File: src/atvfp_pkg.sv
// ----------------------------------------------------------------------------
// atvfp_pkg
// Shared types, character codes and helpers for the triple-value line parser.
// ----------------------------------------------------------------------------
package atvfp_pkg;

  // Fixed port widths
  localparam int BYTE_W = 8;
  localparam int OUT_W  = 32;

  // Characters the front end recognizes
  localparam logic [BYTE_W-1:0] CH_START = 8'h53;  // 'S'
  localparam logic [BYTE_W-1:0] CH_COMMA = 8'h2C;  // ','
  localparam logic [BYTE_W-1:0] CH_LF    = 8'h0A;  // line feed
  localparam logic [BYTE_W-1:0] CH_CR    = 8'h0D;  // carriage return
  localparam logic [BYTE_W-1:0] CH_MINUS = 8'h2D;  // '-'
  localparam logic [BYTE_W-1:0] CH_PLUS  = 8'h2B;  // '+'
  localparam logic [BYTE_W-1:0] CH_DOT   = 8'h2E;  // '.'
  localparam logic [BYTE_W-1:0] CH_ZERO  = 8'h30;  // '0'
  localparam logic [BYTE_W-1:0] CH_NINE  = 8'h39;  // '9'

  // Shortest line that can be good, counting the 'S'
  localparam int MIN_STORED = 5;

  // Token classes passed from front to back
  localparam logic [2:0] TOK_DIGIT = 3'd0;
  localparam logic [2:0] TOK_MINUS = 3'd1;
  localparam logic [2:0] TOK_PLUS  = 3'd2;
  localparam logic [2:0] TOK_DOT   = 3'd3;
  localparam logic [2:0] TOK_COMMA = 3'd4;
  localparam logic [2:0] TOK_START = 3'd5;
  localparam logic [2:0] TOK_LF    = 3'd6;
  localparam logic [2:0] TOK_OTHER = 3'd7;

  typedef struct packed {
    logic [2:0] cls;
    logic [3:0] digit;
  } tok_t;

  // Number phases
  localparam logic [1:0] PH_SIGN = 2'd0;  // sign or first integer char
  localparam logic [1:0] PH_INT  = 2'd1;  // integer digits
  localparam logic [1:0] PH_FRAC = 2'd2;  // fraction digits
  localparam logic [1:0] PH_DONE = 2'd3;  // third number ended, rest ignored

  localparam int POW_W = 20;

  // Powers of ten up to 10^6
  function automatic logic [POW_W-1:0] pow10(input logic [2:0] n);
    logic [POW_W-1:0] p;
    unique case (n)
      3'd0:    p = 20'd1;
      3'd1:    p = 20'd10;
      3'd2:    p = 20'd100;
      3'd3:    p = 20'd1000;
      3'd4:    p = 20'd10000;
      3'd5:    p = 20'd100000;
      3'd6:    p = 20'd1000000;
      default: p = 20'd1;
    endcase
    return p;
  endfunction

endpackage

File: src/atvfp_if.sv
// ----------------------------------------------------------------------------
// atvfp interfaces
// Valid/ready channels for received bytes and for parsed value triples.
// ----------------------------------------------------------------------------
interface atvfp_in_if;
  logic                          valid;
  logic                          ready;
  logic [atvfp_pkg::BYTE_W-1:0]  rx_byte;

  modport source (output valid, output rx_byte, input ready);
  modport sink   (input valid, input rx_byte, output ready);
endinterface

interface atvfp_out_if;
  logic                               valid;
  logic                               ready;
  logic signed [atvfp_pkg::OUT_W-1:0] position_milli;
  logic signed [atvfp_pkg::OUT_W-1:0] velocity_milli;
  logic signed [atvfp_pkg::OUT_W-1:0] accel_milli;

  modport source (output valid, output position_milli, output velocity_milli,
                  output accel_milli, input ready);
  modport sink   (input valid, input position_milli, input velocity_milli,
                  input accel_milli, output ready);
endinterface

File: src/atvfp_front.sv
// ----------------------------------------------------------------------------
// atvfp_front
// Accepts received bytes and turns each into a token for the parser back end.
// CR bytes are dropped here since they never affect the parse.
// ----------------------------------------------------------------------------
module atvfp_front (
  atvfp_in_if.sink       in_if,
  input  logic           q_full,
  output logic           q_push,
  output atvfp_pkg::tok_t q_tok
);
  import atvfp_pkg::*;

  logic [BYTE_W-1:0] b;
  logic [BYTE_W-1:0] b_off;

  assign b      = in_if.rx_byte;
  assign b_off  = b - CH_ZERO;

  // Accept whenever the queue has room
  assign in_if.ready = !q_full;
  assign q_push      = in_if.valid && !q_full && (b != CH_CR);

  // Classify the word
  always_comb begin
    q_tok.digit = b_off[3:0];
    if (b >= CH_ZERO && b <= CH_NINE) begin
      q_tok.cls = TOK_DIGIT;
    end else if (b == CH_MINUS) begin
      q_tok.cls = TOK_MINUS;
    end else if (b == CH_PLUS) begin
      q_tok.cls = TOK_PLUS;
    end else if (b == CH_DOT) begin
      q_tok.cls = TOK_DOT;
    end else if (b == CH_COMMA) begin
      q_tok.cls = TOK_COMMA;
    end else if (b == CH_START) begin
      q_tok.cls = TOK_START;
    end else if (b == CH_LF) begin
      q_tok.cls = TOK_LF;
    end else begin
      q_tok.cls = TOK_OTHER;
    end
  end

endmodule

File: src/atvfp_tok_fifo.sv
// ----------------------------------------------------------------------------
// atvfp_tok_fifo
// Two-entry token queue between front and back; full throughput when both
// sides flow, and either side may stall alone.
// ----------------------------------------------------------------------------
module atvfp_tok_fifo (
  input  logic            clk,
  input  logic            rst_n,
  input  logic            push,
  input  atvfp_pkg::tok_t push_tok,
  output logic            full,
  input  logic            pop,
  output logic            not_empty,
  output atvfp_pkg::tok_t pop_tok
);
  import atvfp_pkg::*;

  tok_t       mem_r [2];
  logic       wr_ptr_r, wr_ptr_nxt;
  logic       rd_ptr_r, rd_ptr_nxt;
  logic [1:0] cnt_r, cnt_nxt;

  assign full      = (cnt_r == 2'd2);
  assign not_empty = (cnt_r != 2'd0);
  assign pop_tok   = mem_r[rd_ptr_r];

  // Pointer and count update
  always_comb begin
    wr_ptr_nxt = wr_ptr_r;
    rd_ptr_nxt = rd_ptr_r;
    cnt_nxt    = cnt_r;
    if (push) begin
      wr_ptr_nxt = !wr_ptr_r;
    end
    if (pop) begin
      rd_ptr_nxt = !rd_ptr_r;
    end
    if (push && !pop) begin
      cnt_nxt = cnt_r + 2'd1;
    end else if (pop && !push) begin
      cnt_nxt = cnt_r - 2'd1;
    end
  end

  always_ff @(posedge clk) begin
    if (!rst_n) begin
      wr_ptr_r <= 1'b0;
      rd_ptr_r <= 1'b0;
      cnt_r    <= 2'd0;
    end else begin
      wr_ptr_r <= wr_ptr_nxt;
      rd_ptr_r <= rd_ptr_nxt;
      cnt_r    <= cnt_nxt;
    end
  end

  // Storage, no reset needed
  always_ff @(posedge clk) begin
    if (push) begin
      mem_r[wr_ptr_r] <= push_tok;
    end
  end

endmodule

File: src/atvfp_back.sv
// ----------------------------------------------------------------------------
// atvfp_back
// Line parser: consumes one token per cycle unless a waiting result holds back
// an LF, accumulates the scaled magnitudes and loads the result register at
// the LF of a good line.
module atvfp_back #(
  parameter int LINE_LIMIT      = 32,
  parameter int FRACTION_DIGITS = 3,
  parameter int VALUE_WIDTH     = 32
) (
  input  logic            clk,
  input  logic            rst_n,
  input  logic            tok_valid,
  input  atvfp_pkg::tok_t tok,
  output logic            tok_pop,
  atvfp_out_if.source     out_if
);
  import atvfp_pkg::*;

  localparam int MAG_W = VALUE_WIDTH - 1;
  localparam int SUM_W = VALUE_WIDTH + 24;
  localparam int LC_W  = $clog2(LINE_LIMIT);
  localparam int FC_W  = $clog2(FRACTION_DIGITS + 1);
  localparam int EXT_W = (VALUE_WIDTH > OUT_W) ? VALUE_WIDTH : OUT_W;
  localparam logic [SUM_W-1:0] MAX_MAG = SUM_W'({MAG_W{1'b1}});

  // Line state
  logic                   open_r, open_nxt;
  logic [LC_W-1:0]        lc_r, lc_nxt;
  logic [1:0]             fn_r, fn_nxt;
  logic [1:0]             ph_r, ph_nxt;
  logic                   started_r, started_nxt;
  logic                   bad_r, bad_nxt;
  logic                   neg_r, neg_nxt;
  logic [MAG_W-1:0]       mag_r, mag_nxt;
  logic [FC_W-1:0]        fc_r, fc_nxt;
  logic [VALUE_WIDTH-1:0] first_r, first_nxt;
  logic [VALUE_WIDTH-1:0] second_r, second_nxt;

  // Result register
  logic                   ov_r, ov_nxt;
  logic [VALUE_WIDTH-1:0] o_pos_r, o_pos_nxt;
  logic [VALUE_WIDTH-1:0] o_vel_r, o_vel_nxt;
  logic [VALUE_WIDTH-1:0] o_acc_r, o_acc_nxt;

  // Digit arithmetic
  logic [23:0]            int_w;
  logic [23:0]            frac_w;
  logic [SUM_W-1:0]       int_sum;
  logic [SUM_W-1:0]       frac_sum;
  logic [MAG_W-1:0]       int_mag;
  logic [MAG_W-1:0]       frac_mag;
  logic [VALUE_WIDTH-1:0] cur_val;

  assign int_w  = 24'(tok.digit) * 24'(pow10(3'(FRACTION_DIGITS)));
  assign frac_w = 24'(tok.digit) * 24'(pow10(3'(FRACTION_DIGITS - 1) - 3'(fc_r)));

  // acc*10 + weight, saturating at the largest magnitude
  assign int_sum  = (SUM_W'(mag_r) << 3) + (SUM_W'(mag_r) << 1) + SUM_W'(int_w);
  assign frac_sum = SUM_W'(mag_r) + SUM_W'(frac_w);
  assign int_mag  = (int_sum > MAX_MAG) ? MAX_MAG[MAG_W-1:0] : int_sum[MAG_W-1:0];
  assign frac_mag = (frac_sum > MAX_MAG) ? MAX_MAG[MAG_W-1:0] : frac_sum[MAG_W-1:0];

  // Signed value of the number in progress
  assign cur_val = neg_r ? (VALUE_WIDTH'(0) - {1'b0, mag_r}) : {1'b0, mag_r};

  // A waiting result only holds back the next LF
  assign tok_pop = tok_valid && (!ov_r || out_if.ready || tok.cls != TOK_LF);

  always_comb begin
    open_nxt    = open_r;
    lc_nxt      = lc_r;
    fn_nxt      = fn_r;
    ph_nxt      = ph_r;
    started_nxt = started_r;
    bad_nxt     = bad_r;
    neg_nxt     = neg_r;
    mag_nxt     = mag_r;
    fc_nxt      = fc_r;
    first_nxt   = first_r;
    second_nxt  = second_r;
    ov_nxt      = ov_r && !out_if.ready;
    o_pos_nxt   = o_pos_r;
    o_vel_nxt   = o_vel_r;
    o_acc_nxt   = o_acc_r;

    if (tok_pop) begin
      if (tok.cls == TOK_START) begin
        // 'S' opens a new line from any state
        open_nxt    = 1'b1;
        lc_nxt      = LC_W'(1);
        fn_nxt      = 2'd0;
        bad_nxt     = 1'b0;
        ph_nxt      = PH_SIGN;
        started_nxt = 1'b0;
        neg_nxt     = 1'b0;
        mag_nxt     = '0;
        fc_nxt      = '0;
      end else if (tok.cls == TOK_LF) begin
        // End of line: emit only a good one
        if (open_r && !bad_r && fn_r == 2'd2 && int'(lc_r) >= MIN_STORED &&
            int'(lc_r) < LINE_LIMIT) begin
          ov_nxt    = 1'b1;
          o_pos_nxt = first_r;
          o_vel_nxt = second_r;
          o_acc_nxt = cur_val;
        end
        open_nxt = 1'b0;
        lc_nxt   = '0;
      end else if (open_r && int'(lc_r) < LINE_LIMIT - 1) begin
        lc_nxt = LC_W'(lc_r + 1'b1);
        if (!bad_r && ph_r != PH_DONE) begin
          if (tok.cls == TOK_DIGIT) begin
            if (ph_r == PH_FRAC) begin
              // Fraction digits past the scale are dropped
              if (int'(fc_r) < FRACTION_DIGITS) begin
                mag_nxt = frac_mag;
                fc_nxt  = FC_W'(fc_r + 1'b1);
              end
            end else begin
              mag_nxt = int_mag;
              ph_nxt  = PH_INT;
            end
            started_nxt = 1'b1;
          end else if ((tok.cls == TOK_MINUS || tok.cls == TOK_PLUS) &&
                       ph_r == PH_SIGN) begin
            neg_nxt     = (tok.cls == TOK_MINUS);
            ph_nxt      = PH_INT;
            started_nxt = 1'b1;
          end else if (tok.cls == TOK_DOT && ph_r != PH_FRAC) begin
            ph_nxt      = PH_FRAC;
            started_nxt = 1'b1;
          end else if (fn_r == 2'd2) begin
            // Junk after the third number ends the parse
            ph_nxt = PH_DONE;
          end else if (tok.cls == TOK_COMMA && started_r) begin
            if (fn_r == 2'd0) begin
              first_nxt = cur_val;
            end else begin
              second_nxt = cur_val;
            end
            fn_nxt      = fn_r + 2'd1;
            ph_nxt      = PH_SIGN;
            started_nxt = 1'b0;
            neg_nxt     = 1'b0;
            mag_nxt     = '0;
            fc_nxt      = '0;
          end else begin
            bad_nxt = 1'b1;
          end
        end
      end else if (int'(lc_r) >= LINE_LIMIT - 1) begin
        // Overlong line is closed without a result
        open_nxt = 1'b0;
        lc_nxt   = '0;
      end
    end
  end

  always_ff @(posedge clk) begin
    if (!rst_n) begin
      open_r    <= 1'b0;
      lc_r      <= '0;
      fn_r      <= 2'd0;
      ph_r      <= PH_SIGN;
      started_r <= 1'b0;
      bad_r     <= 1'b0;
      neg_r     <= 1'b0;
      mag_r     <= '0;
      fc_r      <= '0;
      first_r   <= '0;
      second_r  <= '0;
      ov_r      <= 1'b0;
    end else begin
      open_r    <= open_nxt;
      lc_r      <= lc_nxt;
      fn_r      <= fn_nxt;
      ph_r      <= ph_nxt;
      started_r <= started_nxt;
      bad_r     <= bad_nxt;
      neg_r     <= neg_nxt;
      mag_r     <= mag_nxt;
      fc_r      <= fc_nxt;
      first_r   <= first_nxt;
      second_r  <= second_nxt;
      ov_r      <= ov_nxt;
    end
  end

  // Result payload, no reset
  always_ff @(posedge clk) begin
    o_pos_r <= o_pos_nxt;
    o_vel_r <= o_vel_nxt;
    o_acc_r <= o_acc_nxt;
  end

  // Sign-extend or truncate to the port width
  logic signed [EXT_W-1:0] pos_ext;
  logic signed [EXT_W-1:0] vel_ext;
  logic signed [EXT_W-1:0] acc_ext;

  assign pos_ext = EXT_W'($signed(o_pos_r));
  assign vel_ext = EXT_W'($signed(o_vel_r));
  assign acc_ext = EXT_W'($signed(o_acc_r));

  assign out_if.valid          = ov_r;
  assign out_if.position_milli = pos_ext[OUT_W-1:0];
  assign out_if.velocity_milli = vel_ext[OUT_W-1:0];
  assign out_if.accel_milli    = acc_ext[OUT_W-1:0];

endmodule

File: src/ascii_triple_value_frame_parser.sv
// ----------------------------------------------------------------------------
// ascii_triple_value_frame_parser
// Parses lines "S<a>,<b>,<c>" LF into three fixed-point values.
// ----------------------------------------------------------------------------
// Takes one received byte per cycle, every cycle, as long as the result side
// keeps up. A byte enters a classifier, waits in a two-entry token queue and
// is parsed one token per cycle by the back end; the result for a good line
// is loaded into the output register as the back end takes its LF token from
// the queue. One result holds in that register while further bytes stream in;
// a stalled result side stops the parser at the next LF and, once the queue
// fills, the input. Each number is scaled by 10^FRACTION_DIGITS, extra
// fraction digits are cut off, and the magnitude saturates symmetrically
// at 2^(VALUE_WIDTH-1)-1. Lines of LINE_LIMIT or more stored characters are
// dropped, CR is ignored, and 'S' always starts a fresh line.
// ----------------------------------------------------------------------------
module ascii_triple_value_frame_parser #(
  parameter int LINE_LIMIT      = 32,
  parameter int FRACTION_DIGITS = 3,
  parameter int VALUE_WIDTH     = 32
) (
  input  logic        clk,
  input  logic        rst_n,
  atvfp_in_if.sink    in_if,
  atvfp_out_if.source out_if
);
  import atvfp_pkg::*;

  logic q_full;
  logic q_push;
  logic q_pop;
  logic q_valid;
  tok_t push_tok;
  tok_t pop_tok;

  // Front: accept and classify
  atvfp_front u_front (
    .in_if  (in_if),
    .q_full (q_full),
    .q_push (q_push),
    .q_tok  (push_tok)
  );

  // Token queue
  atvfp_tok_fifo u_fifo (
    .clk       (clk),
    .rst_n     (rst_n),
    .push      (q_push),
    .push_tok  (push_tok),
    .full      (q_full),
    .pop       (q_pop),
    .not_empty (q_valid),
    .pop_tok   (pop_tok)
  );

  // Back: parse and emit
  atvfp_back #(
    .LINE_LIMIT      (LINE_LIMIT),
    .FRACTION_DIGITS (FRACTION_DIGITS),
    .VALUE_WIDTH     (VALUE_WIDTH)
  ) u_back (
    .clk       (clk),
    .rst_n     (rst_n),
    .tok_valid (q_valid),
    .tok       (pop_tok),
    .tok_pop   (q_pop),
    .out_if    (out_if)
  );

endmodule

File: src/flat_wrapper.sv
// flat-port wrapper written by rule: the top's interface ports become plain ports
module ascii_triple_value_frame_parser_flat import atvfp_pkg::*;
#(
  parameter int LINE_LIMIT      = 32,
  parameter int FRACTION_DIGITS = 3,
  parameter int VALUE_WIDTH     = 32
)
  (clk, rst_n, in_if_valid, in_if_rx_byte, in_if_ready, out_if_valid, out_if_position_milli, out_if_velocity_milli, out_if_accel_milli, out_if_ready);
  atvfp_in_if in_if_i ();
  atvfp_out_if out_if_i ();
  input  logic clk;
  input  logic rst_n;
  input wire logic [$bits(in_if_i.valid)-1:0] in_if_valid;
  input wire logic [$bits(in_if_i.rx_byte)-1:0] in_if_rx_byte;
  output wire logic [$bits(in_if_i.ready)-1:0] in_if_ready;
  output wire logic [$bits(out_if_i.valid)-1:0] out_if_valid;
  output wire logic [$bits(out_if_i.position_milli)-1:0] out_if_position_milli;
  output wire logic [$bits(out_if_i.velocity_milli)-1:0] out_if_velocity_milli;
  output wire logic [$bits(out_if_i.accel_milli)-1:0] out_if_accel_milli;
  input wire logic [$bits(out_if_i.ready)-1:0] out_if_ready;
  assign in_if_i.valid = in_if_valid;
  assign in_if_i.rx_byte = in_if_rx_byte;
  assign in_if_ready = in_if_i.ready;
  assign out_if_valid = out_if_i.valid;
  assign out_if_position_milli = out_if_i.position_milli;
  assign out_if_velocity_milli = out_if_i.velocity_milli;
  assign out_if_accel_milli = out_if_i.accel_milli;
  assign out_if_i.ready = out_if_ready;
  ascii_triple_value_frame_parser #(.LINE_LIMIT(LINE_LIMIT), .FRACTION_DIGITS(FRACTION_DIGITS), .VALUE_WIDTH(VALUE_WIDTH)) u_core (.clk(clk), .rst_n(rst_n), .in_if(in_if_i), .out_if(out_if_i));
endmodule
File: config.mk
export PLATFORM = sky130hd
export DESIGN_NAME = ascii_triple_value_frame_parser_flat
export DESIGN_NICKNAME = d
export VERILOG_FILES = /design/src/atvfp_pkg.sv /design/src/atvfp_if.sv /design/src/atvfp_front.sv /design/src/atvfp_tok_fifo.sv /design/src/atvfp_back.sv /design/src/ascii_triple_value_frame_parser.sv /design/src/flat_wrapper.sv
export SDC_FILE = /design/constraint.sdc
export NUM_CORES = 1
export LEC_CHECK = 0
export ABC_AREA = 1
export BUFFER_PORTS_ARGS = -buffer_cell sky130_fd_sc_hd__buf_2
export CORE_MARGIN = 3
export CORE_UTILIZATION = 60
export CTS_CLUSTER_DIAMETER = 50
export DETAILED_ROUTE_END_ITERATION = 10
export GPL_ROUTABILITY_DRIVEN = 0
export PLACE_DENSITY_LB_ADDON = 0.12
export SLEW_MARGIN = 10
export SYNTH_ARGS = -nofsm -noshare
export SYNTH_HDL_FRONTEND = slang
export SYNTH_SLANG_ARGS = --single-unit
File: constraint.sdc
create_clock -name clk -period 6.45 [get_ports clk]
set_input_delay 0.645 -clock clk [delete_from_list [all_inputs] [get_ports clk]]
set_output_delay 0.645 -clock clk [all_outputs]
set_load 0.005 [all_outputs]
### Word level (Yosys, flattened, before mapping)

Memory sizes are Yosys's and may differ from the RTL's. A register that Yosys moved wholly into a read port is not among the register bits.
Index checks and enable logic that the tools add are counted.

| operators by class | value |
|---|---|
| bitwise logic cells | 7 |
| equality and inequality tests | 42 |
| $add $sub $neg | 11 |
| multipliers | 2 |
| reduce and logical (&&, ||, !) cells | 52 |
| mux-type cells | 94 |
| $lt $le $gt $ge | 8 |

Operators by type and width:

| cell | count |
|---|---|
| 31-bit 2-to-1 mux | 13 |
| 20-bit case mux with 6 select lines | 1 |
| 2-bit 2-to-1 mux | 33 |
| 1-bit 2-to-1 mux | 38 |
| 35-bit by 14-bit adder with 36-bit output | 1 |
| 36-bit by 31-bit > comparator with 1-bit output (second input constant) | 1 |
| 34-bit by 32-bit adder with 35-bit output | 1 |
| 31-bit by 24-bit adder with 32-bit output | 1 |
| 8-bit by 6-bit == test with 1-bit output (second input constant) | 4 |
| 32-bit by 31-bit > comparator with 1-bit output (second input constant) | 1 |
| 32-bit 2-to-1 mux | 1 |
| 1-bit by 31-bit subtractor with 32-bit output (first input constant) | 1 |
| 9-bit AND reduction | 3 |
| 4-bit by 20-bit multiplier with 24-bit output | 1 |
| 11-bit AND reduction | 2 |
| 5-bit 2-to-1 mux | 4 |
| 3-bit == test (second input constant) | 6 |
| 3-bit inequality test (second input constant) | 6 |
| 2-bit inequality test (second input constant) | 8 |
| 1-bit logical AND | 15 |
| 3-bit by 2-bit == test with 1-bit output (second input constant) | 4 |
| 3-bit 2-to-1 mux | 4 |
| 3-bit by 2-bit inequality test with 1-bit output (second input constant) | 4 |
| 6-bit AND reduction | 2 |
| 34 further kinds | 61 |

| word-level totals | value |
|---|---|
| memories kept | 1 |
| logic and storage cells | 235 |
| register bits after elaboration | 211 |
| RAM bits | 14 |

Memories:

| name | depth | bits a word | rd ports | clocked after Yosys merged registers in | write ports | line | RTL |
|---|---|---|---|---|---|---|---|
| u_core.u_fifo.mem_r | 2 | 7 | 1 | 1 | 1 | atvfp_tok_fifo.sv:18 | `tok_t mem_r [2];` |

### Longest topological paths before layout

| depth | value |
|---|---|
| word-level depth | 14 |
| depth in mapped cells | 34 |
| depth with buffers taken out | 32 |

### Modules after synthesis

From an unflattened synthesis, not the netlist that was laid out.

| unflattened totals | value |
|---|---|
| cells, all modules | 1,981 |
| area, all modules | 15,748.9 µm² |

Modules (own cells, without submodules):

| module | times used | area each (µm²) | cells an instance |
|---|---|---|---|
| atvfp_back | 1 | 14,780.4 | 1,877 |
| atvfp_tok_fifo | 1 | 739.5 | 55 |
| atvfp_front | 1 | 229.0 | 49 |

### Least setup slack after synthesis

OpenSTA, ideal clock, no wires.

| timing | value |
|---|---|
| path kind | reg-to-reg |
| start | reg with a tool-made name |
| end | reg u_core.u_back.mag_r[29] |
| setup time | 131 ps |
| stages on the path, launching flop included | 31 |
| path slack | 552 ps |
| arrival | 5,767 ps |
| path buffers | 3 |
| period minus slack after synthesis | 5,898 ps |
| path through | dfxtp_1 > buf_6 > o21ai_0 > clkbuf_1 > inv_1 > fa_1 > inv_1 > fa_1 > inv_1 > ha_1 > a21oi_1 > nand2_1 > a21o_1 > a21oi_1 > o21ai_0 > a21oi_1 > xnor2_1 > fa_1 > ha_1 > a21o_1 > a21oi_1 > nand3_1 > nand2_1 > nand2_1 > nand2_1 > nand2_1 > nor2_1 > buf_2 > nand3_1 > nand2_1 > a21oi_2 |

RTL lines:

| element | line | RTL |
|---|---|---|
| end signal: assignment | atvfp_back.sv:182 | `mag_r <= mag_nxt;` |
| end: declaration | atvfp_back.sv:35 | `logic [MAG_W-1:0] mag_r, mag_nxt;` |

==> impl_metrics.csv <==
group,metric,value,unit
synthesis,netlist_area,0.0162,mm2
synthesis,synth_cells,2124,
layout,final_nets,2430,
power_and_ir_drop,peakVddDrop,0.299,mV
power_and_ir_drop,p_int,3700,uW
timing,hold_violations,0,
job,cap_violations,0,
clock_network,cts_buffer_depth,3,
synthesis,muxShareOfSynthArea,0,%
synthesis,synth_top_cell_by_area,"edfxtp_1",
synthesis,synthAdderAreaFrac,17.4,%
synthesis,synth_cell_types,45,
layout,layout_common_cells,"nand2_1, inv_1, nor2_1, a21oi_1",
synthesis,synth_xor_area_share,3.74,%
floorplanning,start_util,61.5,%
timing,setup_viol,0,
synthesis,synth_top_family_by_area,"simple AND/OR/NAND/NOR gates",
synthesis,async_flop_share,0,%
timing,clock.fmax,0.163,GHz
clock_network,cts_setup_buffers,0,
drt,vias_per_cell,5.54,
synthesis,synthSimpleGateAreaFrac,23.5,%
clock_network,cts_root_buffer,"clkbuf_16",
power_and_ir_drop,p_leak,0.00907,uW
clock_network,tritoncts,"done",
placement,io_buffers,109,
clock_network,clk_latency,0.56,ns
power_and_ir_drop,finalPower,6510,uW
floorplanning,ios,110,
synthesis,synth_seq_cells,226,
drt,wl,42600,um
timing,max_slew.worst_pin.slew,1.16,ns
layout,finalNonFillerCells,2590,
layout,regArea,0.00563,mm2
critical_path,cpPeakStageDelay,0.65,ns
placement,post-dp-hpwl,32800,um
drt,post-route-drc-count,0,
hold_path,hold_path_class,"in2reg",
critical_path,path_max_fanout,14,
critical_path,crit_path_top_delay_cell,"fa_1",
clock_network,cts_sinks,226,
power_and_ir_drop,power.density,360,mW/mm2
critical_path,endpoint,"u_core.u_back.mag_r[20]$_SDFFE_PN0P_",
synthesis,yosysTopAreaCellShare,20.4,%
timing,slew_headroom,22.3,%
timing,worst_clock_skew,0.0314,ns
synthesis,syn_nets,2320,
drt,ant_nets,0,
layout,fillers,2224,
synthesis,synth_edf_count,110,
critical_path,path_class,"reg2reg",
grt,grt_pass1_wl,67700,um
critical_path,critPathLaunchType,"register",
power_and_ir_drop,switching_share,43.2,%
placement,placed_cells,2537,
clock_network,path_clk_slew,0.06,ns
floorplanning,dieArea,0.0290,mm2
critical_path,crit_arrival,6.50,ns
timing,slew_violations,0,
drt,wl_per_cell,16.4,um
synthesis,ys.flop_type,"dfxtp_1",
critical_path,end_kind,"register",
clock_network,htreeDepth,1,
drt,first_pass_iters,6,
floorplanning,core-area,0.0263,mm2
critical_path,required,6.81,ns
grt,grt_max_degree,65,
layout,drive_gt1_share,9.71,%
layout,multi_input_area,0.00891,mm2
grt,grt_pass1_vias,13400,
power_and_ir_drop,combPwrFrac,51.1,%
clock_network,cts-buffers-inserted,27,
synthesis,syn_avg_cell_area,7.61,um2
floorplanning,die_h,170,um
floorplanning,die_x,170,um
critical_path,path_common_cell,"nand2_1",
layout,final_common_cell,"nand2_1",
critical_path,ff2ff_path_depth,31,
critical_path,rrSetupSlack,0.31,ns
run_status,status,"finished clean",
power_and_ir_drop,power_frac_seq,24.1,%
synthesis,yosysSeqAreaShare,34.8,%
grt,grt_usage,28.8,%
timing,period_needed,6.14,ns
grt,antenna_found_initial,0,
synthesis,ys_warn_count,0,
synthesis,synth.area.top_cells,"edfxtp_1, dfxtp_1, nand2_1",
floorplanning,rows,59,
power_and_ir_drop,clkPwrFrac,24.7,%
layout,diodes,0,
synthesis,synth_compound_area_share,10.2,%
drt,vias,14400,
critical_path,reg2reg_to,"u_core.u_back.mag_r[20]$_SDFFE_PN0P_",
grt,grt_overflow_total,0,
layout,area_growth,11.7,%
power_and_ir_drop,p_switching,2810,uW
drt,initialDrtViolationCount,1455,
clock_network,postCtsHoldBufs,0,
timing,period_share,95.1,%
==> stage by stage <==
stage	setup slack (ns)	area, um2	setup TNS (ns)	util (%)	hold WS [ns]
finish	0.315	18100	0	68.7	0.354
CTS	0.116	18000	0	68.4	0.341
global route	-0.0273	18100	-0.0522	68.7	0.352
global placement	0.141	17000	0	64.8	0.409
detailed placement	-0.0402	17000	-0.164	64.8	0.409
floorplan	0.552	16200	0	-	0.403
==> registers in the layout, summed over array words and instances (netlist names), 2 cells and up, named ones only <==
register                             count
u_core.u_back.fc_r                       2
u_core.u_back.first_r                   32
u_core.u_back.fn_r                       2
u_core.u_back.lc_r                       5
u_core.u_back.mag_r                     31
u_core.u_back.out_if.accel_milli        32
u_core.u_back.out_if.position_milli     32
u_core.u_back.out_if.velocity_milli     32
u_core.u_back.ph_r                       2
u_core.u_back.second_r                  32
u_core.u_fifo.cnt_r                      2
u_core.u_fifo.mem_r                     14
==> metal layers <==
layer  wire (um)  global-route usage, %
met1       18600                   39.8
met2       19900                   48.6
met3        3020                   3.51
met5           0                      0
met4        1080                   7.48
==> synthesized netlist by cell type, types with 4 or more instances <==
master,count
nor3_1,32
xor2_1,41
nor4_1,11
nand3_1,114
a21oi_2,10
fa_1,69
clkbuf_1,19
inv_2,10
nand4_1,17
nor2_1,260
inv_1,372
nand2_1,463
o21ai_0,100
a211oi_1,16
xnor2_1,28
dfxtp_1,116
nor3_2,4
nand3b_1,4
buf_6,4
ha_1,115
o21bai_1,7
buf_2,20
a21oi_1,144
edfxtp_1,110
==> cell type report <==
type | count | share of cell area [%]
clock buffer | 32 | 3.90
tap | 335 | 2.32
inverter | 382 | 7.95
timing repair buffer | 128 | 3.91
clock inverter | 18 | 1.46
multi-input combinational | 1469 | 49.3
sequential | 226 | 31.2
==> worst min-delay path by stage <==
stage          slack [ns]                                                 to                                    start  cells after the start
6_report             0.35                u_core.u_fifo.mem_r[1][2]$_DFFE_PP_                         in_if_rx_byte[2]                      1
3_3_place_gp         0.41  u_core.u_back.out_if.velocity_milli[27]$_DFFE_PP_  u_core.u_back.second_r[27]$_SDFFE_PN0P_                      0
2_1_floorplan        0.40  u_core.u_back.out_if.position_milli[11]$_DFFE_PP_   u_core.u_back.first_r[11]$_SDFFE_PN0P_                      0
5_1_grt              0.35                u_core.u_fifo.mem_r[0][3]$_DFFE_PP_                         in_if_rx_byte[3]                      1
3_5_place_dp         0.41  u_core.u_back.out_if.position_milli[27]$_DFFE_PP_   u_core.u_back.first_r[27]$_SDFFE_PN0P_                      0
4_1_cts              0.34                u_core.u_fifo.mem_r[1][2]$_DFFE_PP_                         in_if_rx_byte[2]                      1
==> what timing repair did <==
action	4_1_cts	5_1_grt
gates resized for setup	1	19
setup endpoints to repair	25	31
cloned	0	3
==> critical path, delay by kind of cell, from the launching register on <==
kind	cells	cell delay, ns
compound gates	8	1.31
xor+xnor	1	0.21
fa+ha+maj	5	2.37
simple gates	11	1.11
buf+inv	6	0.57
flops	1	0.37
==> cells by family after synthesis <==
group | count (synthesis)
AOI/OAI and AO/OA | 298
xor gates and xnor gates | 69
and+or+nand+nor | 918
adders and majority gates | 184
buffers and inverters | 429
DFF | 226
==> power groups by stage <==
stage,clock [uW],sequential (uW),combinational [uW]
4_1_cts,1620,1570,3250
3_5_place_dp,0,1600,3230
3_3_place_gp,0,1590,3130
5_1_grt,1680,1580,3740
6_report,1610,1570,3330
2_1_floorplan,0,1590,2480
Note: power is estimated with default switching activity, not from simulation.
